`config.mk`:
```
export PLATFORM = sky130hd
export DESIGN_NAME = rnst_ctrl
export DESIGN_NICKNAME = d
export VERILOG_FILES = /design/src/rnst_pkg.sv /design/src/rnst_ctrl.sv
export SDC_FILE = /design/constraint.sdc
export NUM_CORES = 1
export LEC_CHECK = 0
export CAP_MARGIN = 20
export CORE_MARGIN = 2
export CORE_UTILIZATION = 60
export DETAILED_ROUTE_END_ITERATION = 8
export DONT_BUFFER_PORTS = 1
export PLACE_DENSITY = 0.73
export SKIP_LAST_GASP = 1
export SLEW_MARGIN = 25
export SYNTH_ARGS = -nofsm -noshare
export SYNTH_HDL_FRONTEND = slang
export SYNTH_SLANG_ARGS = --single-unit
```
`constraint.sdc`:
```
create_clock -name clock -period 2.9 [get_ports clock]
set_input_delay 0.435 -clock clock [delete_from_list [all_inputs] [get_ports clock]]
set_output_delay 0.435 -clock clock [all_outputs]
set_load 0.05 [all_outputs]
```
`src/rnst_pkg.sv`:
```
// Shared types and constants for the RTP NACK sequence tracker.
// No dependencies; every other file imports this package.
`default_nettype none

package rnst_pkg;

   localparam int CAPACITY = 1024;
   localparam int IDX_W    = $clog2(CAPACITY);
   localparam int PTR_W    = IDX_W + 1;

   localparam logic [PTR_W-1:0] LAST_SLOT  = PTR_W'(CAPACITY - 1);
   localparam logic [PTR_W-1:0] SLOT_COUNT = PTR_W'(CAPACITY);

   typedef enum logic [2:0] {
      F_ARRIVAL     = 3'd0,
      F_STORE       = 3'd1,
      F_REMOVE      = 3'd2,
      F_READ        = 3'd3,
      F_CLEAR_OLDER = 3'd4,
      F_FULL_RESET  = 3'd5,
      F_DROP        = 3'd6
   } func_type;

   typedef enum logic [3:0] {
      ST_CLEAR  = 4'b0001,
      ST_IDLE   = 4'b0010,
      ST_SWEEP  = 4'b0100,
      ST_COMMIT = 4'b1000
   } state_type;

   // controller -> datapath
   typedef struct packed {
      logic             load;        // latch the incoming request
      logic             rd_req;      // read slot at incoming seq
      logic             rd_sweep;    // read slot at sweep_addr
      logic             wr_zero;     // write empty word at sweep_addr
      logic             chk;         // test read data, clear chk_addr if older
      logic [IDX_W-1:0] sweep_addr;
      logic [IDX_W-1:0] chk_addr;
      logic             commit;      // apply request, load result register
   } ctrl_cmd_type;

   // datapath -> controller
   typedef struct packed {
      logic out_free;
   } dp_sts_type;

endpackage

`default_nettype wire

```
`src/rnst_ctrl.sv`:
```
// Controller FSM for the RTP NACK sequence tracker: request intake, slot sweeps, commit.
// Depends on rnst_pkg.
`default_nettype none

module rnst_ctrl
   import rnst_pkg::*;
(
   input  wire logic         clock,
   input  wire logic         reset,
   input  wire logic         req_tvalid,
   output logic              req_tready,
   input  wire logic [2:0]   req_func,
   input  wire dp_sts_type   sts,
   output ctrl_cmd_type      cmd
);

   state_type        state_ff, state_in;
   logic [PTR_W-1:0] ptr_ff, ptr_in;
   logic             mode_all_ff, mode_all_in;
   logic             pend_ff, pend_in;
   logic [IDX_W-1:0] pend_addr_ff, pend_addr_in;

   always_comb begin
      state_in     = state_ff;
      ptr_in       = ptr_ff;
      mode_all_in  = mode_all_ff;
      pend_in      = 1'b0;
      pend_addr_in = pend_addr_ff;
      req_tready   = 1'b0;
      cmd          = '0;
      cmd.sweep_addr = ptr_ff[IDX_W-1:0];
      cmd.chk_addr   = pend_addr_ff;

      unique case (state_ff)
         ST_CLEAR: begin
            cmd.wr_zero = 1'b1;
            ptr_in      = ptr_ff + PTR_W'(1);
            if (ptr_ff == LAST_SLOT) begin
               ptr_in   = '0;
               state_in = ST_IDLE;
            end
         end
         ST_IDLE: begin
            req_tready = 1'b1;
            if (req_tvalid) begin
               cmd.load   = 1'b1;
               cmd.rd_req = 1'b1;
               ptr_in     = '0;
               priority if (req_func == F_CLEAR_OLDER) begin
                  mode_all_in = 1'b0;
                  state_in    = ST_SWEEP;
               end else if (req_func == F_FULL_RESET) begin
                  mode_all_in = 1'b1;
                  state_in    = ST_SWEEP;
               end else begin
                  state_in = ST_COMMIT;
               end
            end
         end
         ST_SWEEP: begin
            if (mode_all_ff) begin
               cmd.wr_zero = 1'b1;
               ptr_in      = ptr_ff + PTR_W'(1);
               if (ptr_ff == LAST_SLOT) begin
                  state_in = ST_COMMIT;
               end
            end else begin
               // read slot ptr, test the previously read slot at pend_addr
               cmd.chk      = pend_ff;
               pend_addr_in = ptr_ff[IDX_W-1:0];
               if (ptr_ff != SLOT_COUNT) begin
                  cmd.rd_sweep = 1'b1;
                  pend_in      = 1'b1;
                  ptr_in       = ptr_ff + PTR_W'(1);
               end else if (!pend_ff) begin
                  state_in = ST_COMMIT;
               end
            end
         end
         ST_COMMIT: begin
            if (sts.out_free) begin
               cmd.commit = 1'b1;
               state_in   = ST_IDLE;
            end
         end
         default: begin
            state_in = ST_IDLE;
         end
      endcase
   end

   always_ff @(posedge clock) begin
      if (reset) begin
         state_ff    <= ST_CLEAR;
         ptr_ff      <= '0;
         mode_all_ff <= 1'b0;
         pend_ff     <= 1'b0;
      end else begin
         state_ff    <= state_in;
         ptr_ff      <= ptr_in;
         mode_all_ff <= mode_all_in;
         pend_ff     <= pend_in;
      end
   end

   always_ff @(posedge clock) begin
      pend_addr_ff <= pend_addr_in;
   end

   a_commit_needs_room: assert property (@(posedge clock) disable iff (reset)
      cmd.commit |-> sts.out_free)
      else $error("commit while result register is occupied");

   a_commit_returns_idle: assert property (@(posedge clock) disable iff (reset)
      cmd.commit |=> (state_ff == ST_IDLE))
      else $error("controller did not return to idle after commit");

   a_clear_all_no_check: assert property (@(posedge clock) disable iff (reset)
      (state_ff == ST_SWEEP && mode_all_ff) |-> !pend_ff)
      else $error("pending slot check during clear-all sweep");

endmodule

`default_nettype wire

```
After elaboration in Yosys (flattened, before gate mapping)
Cells that the tools add are included.

operators by class
  bitwise gates (word level) = 1
  multiplexer cells = 29
  equality and inequality tests = 15
  add/sub/neg operators = 1
  shifts and indexed selects = 0
  magnitude comparators = 0
  div/mod/pow operators = 0
  reduce and logical (&&, ||, !) cells = 6
  multiply operators = 0

operators with widths
  operator                 number
  $mux W11                 4
  $mux W4                  9
  $pmux W11 S3             1
  $pmux W4 S4              1
  $ne A3 B3 Y1 const B     4
  $add A11 B1 Y11 const B  1
  $eq A11 B10 Y1 const B   1
  $mux W1                  11
  $ne A11 B11 Y1 const B   1
  $eq A3 B3 Y1 const B     2
  $ne A2 B2 Y1 const B     3
  $reduce_and A3 Y1        2
  $reduce_and A6 Y1        1
  $eq A4 B1 Y1 const B     1
  $eq A4 B2 Y1 const B     1
  $eq A4 B3 Y1 const B     1
  $eq A4 B4 Y1 const B     1
  $mux W2                  2
  $reduce_bool A3 Y1       1
  $pmux W1 S2              1
  $reduce_and A2 Y1        1
  $reduce_bool A2 Y1       1
  $not A1 Y1               1

storage, ports and cells
  register bits = 27
  memory bits (read-only) = 0
  word-level logic and storage cells = 57
  input port bits = 7
  memories = 0
  bits in writable memories = 0
  latch bits = 0

Depth between registers and ports, before layout
Gate-level depths: netlist of run 1.

  depth after elaboration = 5
  gate-level depth with buffers = 8
  gate-level depth less buffers = 7

Worst setup path after synthesis of run 1
No wires, ideal clock.

  path type = register to register
  start = register state_ff[0]
  end = register state_ff[1]
  stages on the path, launching flop included = 6
  setup slack = 0.257 ns
  library setup time = 0.119 ns
  arrival time = 2.524 ns
  data required time = 2.781 ns
  path buffers = 1
  cell sequence = dfxtp_1 > buf_2 > nand2_1 > a211oi_1 > a2111oi_4 > o221a_2

between the ends
  longest elaborated chain between the ends = 3

RTL lines
  item                                                    RTL line         source
  start, declared                                         rnst_ctrl.sv:17  state_type state_ff, state_in;
  start signal, assigned                                  rnst_ctrl.sv:99  state_ff <= state_in;
  $eq A4 B3 Y1, or another cell as far along              rnst_ctrl.sv:34  unique case (state_ff)
  $ne A3 B3 Y1 (no line) or $ne A2 B2 Y1 (tied branches)  n/a
  $reduce_and A6 Y1 (no line)                             n/a

Parallel ways exist; a longest one is shown, timed or not.
A chain may end at the register's enable or synchronous reset.

==> impl_metrics.ini, run 1 <==
[drt]
wire_per_inst_um = 15.23
first_pass_iters = 4
vias_per_cell = 6.011
top_layer = met4
drt_iter0_markers = 22
met1_length_mm = 1.275
wl_met3_um = 124
dr_wl_met2_mm = 1.381
drcViolationCount = 0
dr_total_vias = 1106
detail-route-antenna-nets = 0
drt_wl_total_mm = 2.802

[die]
die_w_um = 55.12
core_mm2 = 0.002477
die_h_um = 55.12
initial_utilization = 0.6328
dieArea_mm2 = 0.003038
ios = 34
rows = 18

[finish]
fillers = 195
finalInstanceArea_mm2 = 0.001625
fin_nets = 164
antennaDiodeCount = 0
drive_gt1_frac = 0.2273
syn_to_final_growth_pct = 3.671
final_cell_count_no_fill = 184

[synthesis]
yosys.area.top_type = dfxtp_1
ys.warnings.count = 0
syn-cell-area_mm2 = 0.001568
synth.distinct_cells = 45
synth_edf_count = 10
synth_ff_type = dfxtp_1
async_flop_share = 0
ys_seq_area_frac = 0.4086
syn_nets = 162
syn_inst = 153
synth_top_area_frac = 0.2171
synth_top_cells_by_count = dfxtp_1 (17), nand2_1 (15), buf_4 (12)
yosysMostFrequentCell = dfxtp_1
synthTopCellsByArea = dfxtp_1 (22%), edfxtp_1 (19%), o311ai_4 (8.4%), buf_4 (5.7%), nand2_1 (3.6%)
avgSynthCellArea_um2 = 10.25
synth-seq-cells = 27

[global_route]
grt_usage = 0.2038
grt_overflow_total = 0
grt_max_degree = 18
grt_pass1_wl_mm = 4.498
grt_pass1_vias = 999
antenna_found_initial = 0

[pwr]
pwr-share-seq = 0.515
swShare = 0.3496
max-vdd-ir-drop_mv = 0.4562
p_clk_frac = 0.203
power_density_mw_per_mm2 = 522.1
p_int_mw = 0.5519
p_sw_mw = 0.2967
comb_power_share = 0.281
p_leak_nw = 0.5749

[clock_tree]
cts.path.max_buffers = 2
cts.repair.resized = 0
cts_root_buf = clkbuf_4
clock_sinks = 27
cts_tree = done
postCtsHoldBufs = 0
clk_pin_slew_worst_paths_ns = 0.16
post-cts-setup-buffers = 0
clk_latency_ns = 0.34
cts_buffers = 3
htree_levels = 1

[place]
dpl_cell_area_mm2 = 0.001594
placed_cells = 180
place_congestion = 0.8424
dp_hpwl_mm = 2.132
port_buffers = 0
place_ws_ns = 0.7825

[timing]
finalSetupViolations = 0
rsz0062_at_grt = no
drv_slew = 0
holdWs_ns = 0.1536
slew_headroom = 0.6035
finalCritPeriodShare = 0.8225
hold_viol = 0
fmax_ghz = 0.4192
tns_ns = 0
worst_clock_skew_ns = 0.01701
period_minus_slack_ns = 2.385
setup_ws_ns = 0.5148
tightest_slew_ns = 0.5948

[critical_path]
critical_path.max_stage_delay_ns = 0.61
cp_top_family = simple AND/OR/NAND/NOR gates
endpoint_kind = output pin
r2r-start = ptr_ff[1]$_SDFFE_PP0P_
cp.required_ns = 2.47
r2r-end = ptr_ff[10]$_SDFFE_PP0P_
cp_cell_sequence = nor4b_4 -> and2_1 -> buf_4
crit_type = reg2out
crit_path_start_kind = flop
crit_slowest_cell = dfxtp_1
reg2reg_depth = 8
r2r_setup_slack_ns = 0.74
crit_fanout = 14
crit_buf_inv = 1
cp_data_arrival_time_ns = 1.95

[hold_path]
hold_path_class = in2reg
hp-start = reset
holdPathStages = 1
whs_endpoint = pend_ff$_SDFF_PP0_

[flow_run]
cap_violations = 0

[status]
status = complete, no violations
[through the flow]
step,power [mW],util
4_1_cts,0.8557,0.6561
3_5_place_dp,0.6859,0.6434
6_report,0.8486,0.6561
2_1_floorplan,0.6506,-
3_3_place_gp,0.6807,0.6434
5_1_grt,0.8943,0.6561
[worst reg2reg max path: cells and delay by family (launching register included)]
kind            cells  cell delay, ns
simple gates        4            0.89
flops               1            0.39
compound gates      1            0.31
buf+inv             2            0.30
fa+ha+maj           1            0.18
[how the worst max path moves through the flow]
stage / from / slack (ns) / cells after the start / to
after floorplan: state_ff[0]$_SDFFE_PP1P_ / 0.26 / 5 / state_ff[1]$_SDFFE_PP0P_
after global placement: ptr_ff[7]$_SDFFE_PP0P_ / 0.82 / 5 / state_ff[3]$_SDFFE_PP0P_
after detailed placement: ptr_ff[7]$_SDFFE_PP0P_ / 0.78 / 5 / state_ff[3]$_SDFFE_PP0P_
after CTS: state_ff[1]$_SDFFE_PP0P_ / 0.48 / 3 / cmd[25]
after global routing: state_ff[1]$_SDFFE_PP0P_ / 0.36 / 3 / cmd[24]
final: state_ff[1]$_SDFFE_PP0P_ / 0.51 / 3 / cmd[25]
[layout by cell type (no fill, tap or decap), types with 2 or more instances in the layout]
| cell | Yosys | routed |
|---|---|---|
| and2_1 | 2 | 2 |
| buf_4 | 12 | 16 |
| nand2b_1 | 4 | 4 |
| nand4_1 | 3 | 3 |
| nand2_1 | 15 | 15 |
| and4b_1 | 2 | 2 |
| nand3b_1 | 2 | 2 |
| or3_1 | 2 | 2 |
| clkbuf_4 | 0 | 3 |
| nor3_1 | 4 | 4 |
| inv_1 | 7 | 7 |
| nand3_1 | 11 | 11 |
| or2_2 | 2 | 2 |
| nor2_1 | 7 | 7 |
| o311ai_4 | 5 | 5 |
| o31ai_1 | 2 | 2 |
| o21ai_0 | 6 | 6 |
| edfxtp_1 | 10 | 10 |
| dfxtp_1 | 17 | 17 |
| nor2b_1 | 2 | 2 |
| nor3b_1 | 2 | 2 |
| and3_1 | 3 | 3 |
| ha_1 | 2 | 2 |
| nor4b_1 | 2 | 2 |
| a21oi_1 | 3 | 3 |
[layer usage]
layer  vias to the layer above  GRT usage
li1                        557          -
met1                       514     0.2712
met2                        33     0.3393
met3                         2    0.03495
met4                         0    0.05691
met5                         -          0
[registers in the layout (all words and copies together), names as in the netlist]
name	count
ptr_ff	11
pend_addr_ff	10
mode_all_ff	1
pend_ff	1
state_ff	4
[power groups by stage]
| stage | Combinational, mW | Sequential (mW) | Clock, mW |
|---|---|---|---|
| finish | 0.239 | 0.437 | 0.173 |
| global route | 0.262 | 0.442 | 0.191 |
| CTS | 0.242 | 0.437 | 0.177 |
| detailed placement | 0.240 | 0.446 | 0 |
| global placement | 0.237 | 0.444 | 0 |
| floorplan | 0.216 | 0.435 | 0 |
[area by class of cell]
class	count	area, µm²	share of cell area
Tap cell	30	37.54	0.02309
Multi-Input combinational cell	100	769.5	0.4734
Clock inverter	1	8.758	0.005389
Inverter	7	26.28	0.01617
Clock buffer	3	22.52	0.01386
Timing Repair Buffer	16	120.1	0.07390
Sequential cell	27	640.6	0.3941
[cell families (layout without fill, tap and decap cells)]
group                      Yosys count  in the layout  synth area share
buffers and inverters               26             27            0.1038
adders and majority gates            2              2           0.01596
DFF                                 27             27            0.4086
muxes                                2              2           0.01357
AOI/OAI and AO/OA                   27             27            0.1955
and+or+nand+nor                     69             69            0.2626
Note: power is estimated with default switching activity, not from simulation.
==> run 2, diff against run 1 <==
--- a/config.mk
+++ b/config.mk
@@ -7,10 +7,10 @@
 export LEC_CHECK = 0
 export CAP_MARGIN = 20
 export CORE_MARGIN = 2
-export CORE_UTILIZATION = 60
+export CORE_UTILIZATION = 56
 export DETAILED_ROUTE_END_ITERATION = 8
 export DONT_BUFFER_PORTS = 1
-export PLACE_DENSITY = 0.73
+export PLACE_DENSITY = 0.71
 export SKIP_LAST_GASP = 1
 export SLEW_MARGIN = 25
 export SYNTH_ARGS = -nofsm -noshare
==> constraint.sdc (replaced) <==
create_clock -name clock -period 2.14 [get_ports clock]
set_input_delay 0.321 -clock clock [delete_from_list [all_inputs] [get_ports clock]]
set_output_delay 0.321 -clock clock [all_outputs]
set_load 0.05 [all_outputs]
==> run 2 against run 1 <==
Setup slack got worse by 0.39 ns. Non-clock buffer count increased by 7. Clock-buffer cell count rose by 1. Critical path depth grew 1. Critical endpoint is now cmd[23]. Largest cell class unchanged. Highest routed layer unchanged.
==> impl_metrics.ini, run 2 (synthesized netlist as in run 1, its figures left out) <==
[status]
status = complete, no violations

[clock_tree]
clk_latency_ns = 0.32
htree_levels = 1
clock_sinks = 27
clk_pin_slew_worst_paths_ns = 0.14
cts_root_buf = clkbuf_4
cts_buffers = 3
cts.path.max_buffers = 2
cts_tree = done
postCtsHoldBufs = 0

[drt]
drt_wl_total_mm = 3.136
first_pass_iters = 4
dr_total_vias = 1188
vias_per_cell = 6.188
drt_iter0_markers = 48
drcViolationCount = 0
wire_per_inst_um = 16.33
detail-route-antenna-nets = 0

[hold_path]
whs_endpoint = mode_all_ff$_SDFFE_PP0P_
hold_path_class = in2reg
hp-start = reset
holdPathStages = 1

[timing]
holdWs_ns = 0.04805
drv_slew = 0
slew_headroom = 0.6753
period_minus_slack_ns = 2.020
worst_clock_skew_ns = 0.002046
tightest_slew_ns = 0.4879
hold_viol = 0
finalSetupViolations = 0
fmax_ghz = 0.4951
finalCritPeriodShare = 0.9439
rsz0062_at_grt = yes

[critical_path]
cp_cell_sequence = nor3b_1 -> nand2_1 -> nor2_1 -> buf_4
r2r-start = ptr_ff[0]$_SDFFE_PP0P_
critical_path.max_stage_delay_ns = 0.36
cp_data_arrival_time_ns = 1.70
crit_buf_inv = 1
r2r-end = state_ff[3]$_SDFFE_PP0P_
endpoint_kind = output pin
cp_top_family = simple AND/OR/NAND/NOR gates
crit_path_start_kind = flop
crit_slowest_cell = dfxtp_1
crit_type = reg2out
cp.required_ns = 1.82
r2r_setup_slack_ns = 0.15
crit_fanout = 3
reg2reg_depth = 6

[pwr]
p_int_mw = 0.7610
power_density_mw_per_mm2 = 683.0
max-vdd-ir-drop_mv = 0.3883
p_sw_mw = 0.3977
comb_power_share = 0.302
total_power_mw = 1.159
swShare = 0.3432
pwr-share-seq = 0.508
p_leak_nw = 0.6149
p_clk_frac = 0.190

[global_route]
grt_usage = 0.2057
grt_pass1_vias = 1145
antenna_found_initial = 0
grt_pass1_wl_mm = 5.347
grt_max_degree = 15
grt_overflow_total = 0

[finish]
top_register = ptr_ff
antennaDiodeCount = 0
finalInstanceArea_mm2 = 0.001697
drive_gt1_frac = 0.2733
biggestRegsByFlops = ptr_ff (11), pend_addr_ff (10), state_ff (4)
final_common_cell = buf_4
largest_reg_flops = 11
fin_nets = 171
syn_to_final_growth_pct = 8.220
layout_common_cells = buf_4 (22), dfxtp_1 (16), nand2_1 (15)

[die]
initial_utilization = 0.5785
core_mm2 = 0.002710
die_h_um = 56.91
rows = 19
dieArea_mm2 = 0.003239
ios = 34
die_w_um = 56.91

[place]
port_buffers = 0
dp_hpwl_mm = 2.361
place_congestion = 0.8875
dpl_cell_area_mm2 = 0.001648

[flow_run]
cap_violations = 0
run 2: changes by cell type in the layout (fill, tap and decap cells not counted), sizes merged:
cell	before	now
clkbuf	3	4
buf	16	23
inv	8	7
run 2: timing repair:
item | in CTS | in global routing
cloned | 0 | 0
endpoints found under the hold margin | 0 | 0
resized for setup | 0 | 2
setup endpoints to repair | 2 | 7
setup buffers | 2 | 0
run 2: final cells by class:
type,count,area [µm²]
multi-input cells,100,778.2
well taps,31,38.79
inverters,7,26.28
clock buffers,4,26.28
flip-flops and latches,27,641.9
repair buffers,23,185.2
fillers,225,1013
run 2: worst max path at each step:
stage	start	depth (start not counted)	endpoint	slack (ns)
global route	mode_all_ff$_SDFFE_PP0P_	4	cmd[23]	-0.01
finish	state_ff[3]$_SDFFE_PP0P_	4	cmd[23]	0.12
CTS	ptr_ff[10]$_SDFFE_PP0P_	4	cmd[23]	0.03
global placement	ptr_ff[10]$_SDFFE_PP0P_	5	state_ff[3]$_SDFFE_PP0P_	0.10
detailed placement	ptr_ff[10]$_SDFFE_PP0P_	5	state_ff[3]$_SDFFE_PP0P_	0.09
floorplan	state_ff[0]$_SDFFE_PP1P_	4	cmd[25]	-0.04
run 2: metrics by stage:
stage | TNS, ns | setup slack (ns) | utilization | std cells
after floorplan | -0.04575 | -0.04241 | - | 153
after global placement | 0 | 0.1040 | 0.6080 | 186
after detailed placement | 0 | 0.09284 | 0.6080 | 186
after CTS | 0 | 0.02768 | 0.6233 | 192
after global routing | -0.01108 | -0.01108 | 0.6260 | 192
final | 0 | 0.1201 | 0.6260 | 192
run 2: worst register-to-register path, cell delays in order, from the launching register on:
cell and delay, ns:
dfxtp_1 0.42, ha_1 0.21, and3_1 0.18, and2_1 0.18, nand2_1 0.12, a2111oi_4 0.42
mux2_2 0.37
run 2: layer usage:
layer  up-vias  wire [µm]  global-route usage
li1        569          -                   -
met1       565       1393              0.2529
met2        50       1518              0.3498
met3         4        190             0.04839
met4         0         34             0.07641
met5         -          0                   0
run 2: power groups by stage:
stage               Combinational (mW)  Sequential, mW  Clock (mW)
global placement                 0.340           0.596           0
floorplan                        0.303           0.590           0
CTS                              0.354           0.587       0.218
finish                           0.350           0.588       0.220
global route                     0.381           0.593       0.237
detailed placement               0.347           0.598           0
==> run 3, diff against run 2 <==
--- a/config.mk
+++ b/config.mk
@@ -11,7 +11,6 @@
 export DETAILED_ROUTE_END_ITERATION = 8
 export DONT_BUFFER_PORTS = 1
 export PLACE_DENSITY = 0.71
-export SKIP_LAST_GASP = 1
 export SLEW_MARGIN = 25
 export SYNTH_ARGS = -nofsm -noshare
 export SYNTH_HDL_FRONTEND = slang
==> constraint.sdc (replaced) <==
create_clock -name clock -period 1.75 [get_ports clock]
set_input_delay 0.2625 -clock clock [delete_from_list [all_inputs] [get_ports clock]]
set_output_delay 0.2625 -clock clock [all_outputs]
set_load 0.05 [all_outputs]
==> run 3 against run 2 <==
First-iteration DRC count grew 21%. The run now ends with negative setup slack left. Critical endpoint unchanged. Setup slack lost 0.23 ns. Clock-buffer cell count down 1. Final area is 32% higher. Highest routed layer unchanged. Largest power group unchanged. Core utilization grew 20 points.
==> impl_metrics.ini, run 3 (synthesized netlist as in run 1, its figures left out) <==
[die]
core_mm2 = 0.002710
ios = 34
die_h_um = 56.91
initial_utilization = 0.5785
rows = 19
die_w_um = 56.91
dieArea_mm2 = 0.003239

[flow_run]
cap_violations = 0

[global_route]
grt_pass1_vias = 1317
antenna_found_initial = 0
grt_usage = 0.2526
grt_pass1_wl_mm = 6.279
grt_overflow_total = 0
grt_max_degree = 17

[timing]
drv_slew = 0
worst_clock_skew_ns = 0.004238
finalSetupViolations = 6
finalCritPeriodShare = 1.061
setup_ws_ns = -0.1061
fmax_ghz = 0.5388
slew_headroom = 0.6912
hold_viol = 0
rsz0062_at_grt = yes
tightest_slew_ns = 0.4641
period_minus_slack_ns = 1.856

[finish]
drive_gt1_frac = 0.5751
final_util = 0.8236
final_common_cell = buf_4
biggestRegsByFlops = ptr_ff (11), pend_addr_ff (10), state_ff (4)
final_cell_count_no_fill = 224
syn_to_final_growth_pct = 42.38
layout_common_cells = buf_4 (39), nand2_1 (13), nand3_1 (10), edfxtp_1 (10), buf_6 (8)
top_register = ptr_ff
fin_nets = 203
antennaDiodeCount = 0
finalInstanceArea_mm2 = 0.002232
largest_reg_flops = 11
fillers = 163

[critical_path]
r2r-end = state_ff[3]$_SDFFE_PP0P_
crit_start = ptr_ff[9]$_SDFFE_PP0P_
crit_slowest_cell = dfxtp_4
crit_type = reg2out
endpoint_kind = output pin
cp.required_ns = 1.49
reg2reg_depth = 5
crit_path_start_kind = flop
cp_cell_sequence = nor4_4 -> and4b_2 -> nor2_4 -> buf_6
r2r_setup_slack_ns = -0.08
cp-endpoint = cmd[23]
critical_path.max_stage_delay_ns = 0.40
r2r-start = ptr_ff[9]$_SDFFE_PP0P_
crit_fanout = 2
cp_data_arrival_time_ns = 1.59

[place]
port_buffers = 0
place_congestion = 0.8518
dp_hpwl_mm = 2.664
dpl_cell_area_mm2 = 0.001887
place_ws_ns = -0.1547
placed_cells = 211

[clock_tree]
htree_levels = 1
clk_latency_ns = 0.34
cts_buffers = 3
clock_sinks = 27
clk_pin_slew_worst_paths_ns = 0.15
cts_root_buf = clkbuf_4
cts_tree = done
cts.path.max_buffers = 2

[status]
status = finished with violations
violations = negative setup slack

[drt]
first_pass_iters = 4
vias_per_cell = 6.089
dr_total_vias = 1364
drt_wl_total_mm = 4.181
drcViolationCount = 0
detail-route-antenna-nets = 0
drt_iter0_markers = 58
wire_per_inst_um = 18.67

[pwr]
p_leak_nw = 0.8494
total_power_mw = 1.713
power_density_mw_per_mm2 = 767.3
max-vdd-ir-drop_mv = 0.7995

[hold_path]
hold_path_class = in2reg
run 3: report_power, final:
group / internal (mW) / switching (mW)
logic: 0.321 / 0.364
registers: 0.685 / 0.0534
clock network: 0.0878 / 0.202
run 3: worst max-delay path, delay by kind of cell (launching register included):
family,cells,cell delay (ns)
buffers and inverters,1,0.15
flip-flops,1,0.40
AND/OR/NAND/NOR,3,0.71
run 3: worst min-delay path by stage:
stage	startpoint	endpoint	slack [ns]	cells past startpoint
after detailed placement	reset	mode_all_ff$_SDFFE_PP0P_	0.34	1
after global routing	req_func[0]	mode_all_ff$_SDFFE_PP0P_	0.05	2
after CTS	reset	state_ff[2]$_SDFFE_PP0P_	0.0004	1
final	req_func[0]	mode_all_ff$_SDFFE_PP0P_	0.06	2
after global placement	reset	mode_all_ff$_SDFFE_PP0P_	0.34	1
after floorplan	req_func[0]	mode_all_ff$_SDFFE_PP0P_	0.41	2
run 3: cell type report:
| class | instances | area (µm²) | share of cell area |
|---|---|---|---|
| clock buffer | 3 | 22.52 | 0.01009 |
| clock inverter | 1 | 7.507 | 0.003363 |
| inverter | 7 | 28.78 | 0.01289 |
| sequential | 27 | 674.4 | 0.3021 |
| multi-input combinational | 100 | 962.2 | 0.4311 |
| tap | 31 | 38.79 | 0.01738 |
| timing repair buffer | 55 | 498.0 | 0.2231 |
run 3: per-stage QoR:
step	TNS [ns]	hold WS (ns)
5_1_grt	-1.158	0.05040
6_report	-0.3522	0.05944
3_5_place_dp	-0.4742	0.3379
3_3_place_gp	-0.07776	0.3382
4_1_cts	-0.2678	0.0003757
2_1_floorplan	-2.746	0.4064
run 3: repair_timing:
item / 4_1_cts / 5_1_grt
resized for setup: 35 / 31
cloned: 1 / 0
endpoints found under the setup margin: 17 / 21
hold buffers: 1 / 1
pin swaps: 11 / 11
hold endpoints to repair: 4 / 1
setup buffers: 6 / 1
run 3: layer usage:
metal / GRT usage / vias up / wire, µm
met5: 0 / - / 0
met4: 0.1030 / 0 / 89
met3: 0.07373 / 10 / 212
met2: 0.4302 / 44 / 2192
met1: 0.2969 / 675 / 1687
li1: - / 635 / -
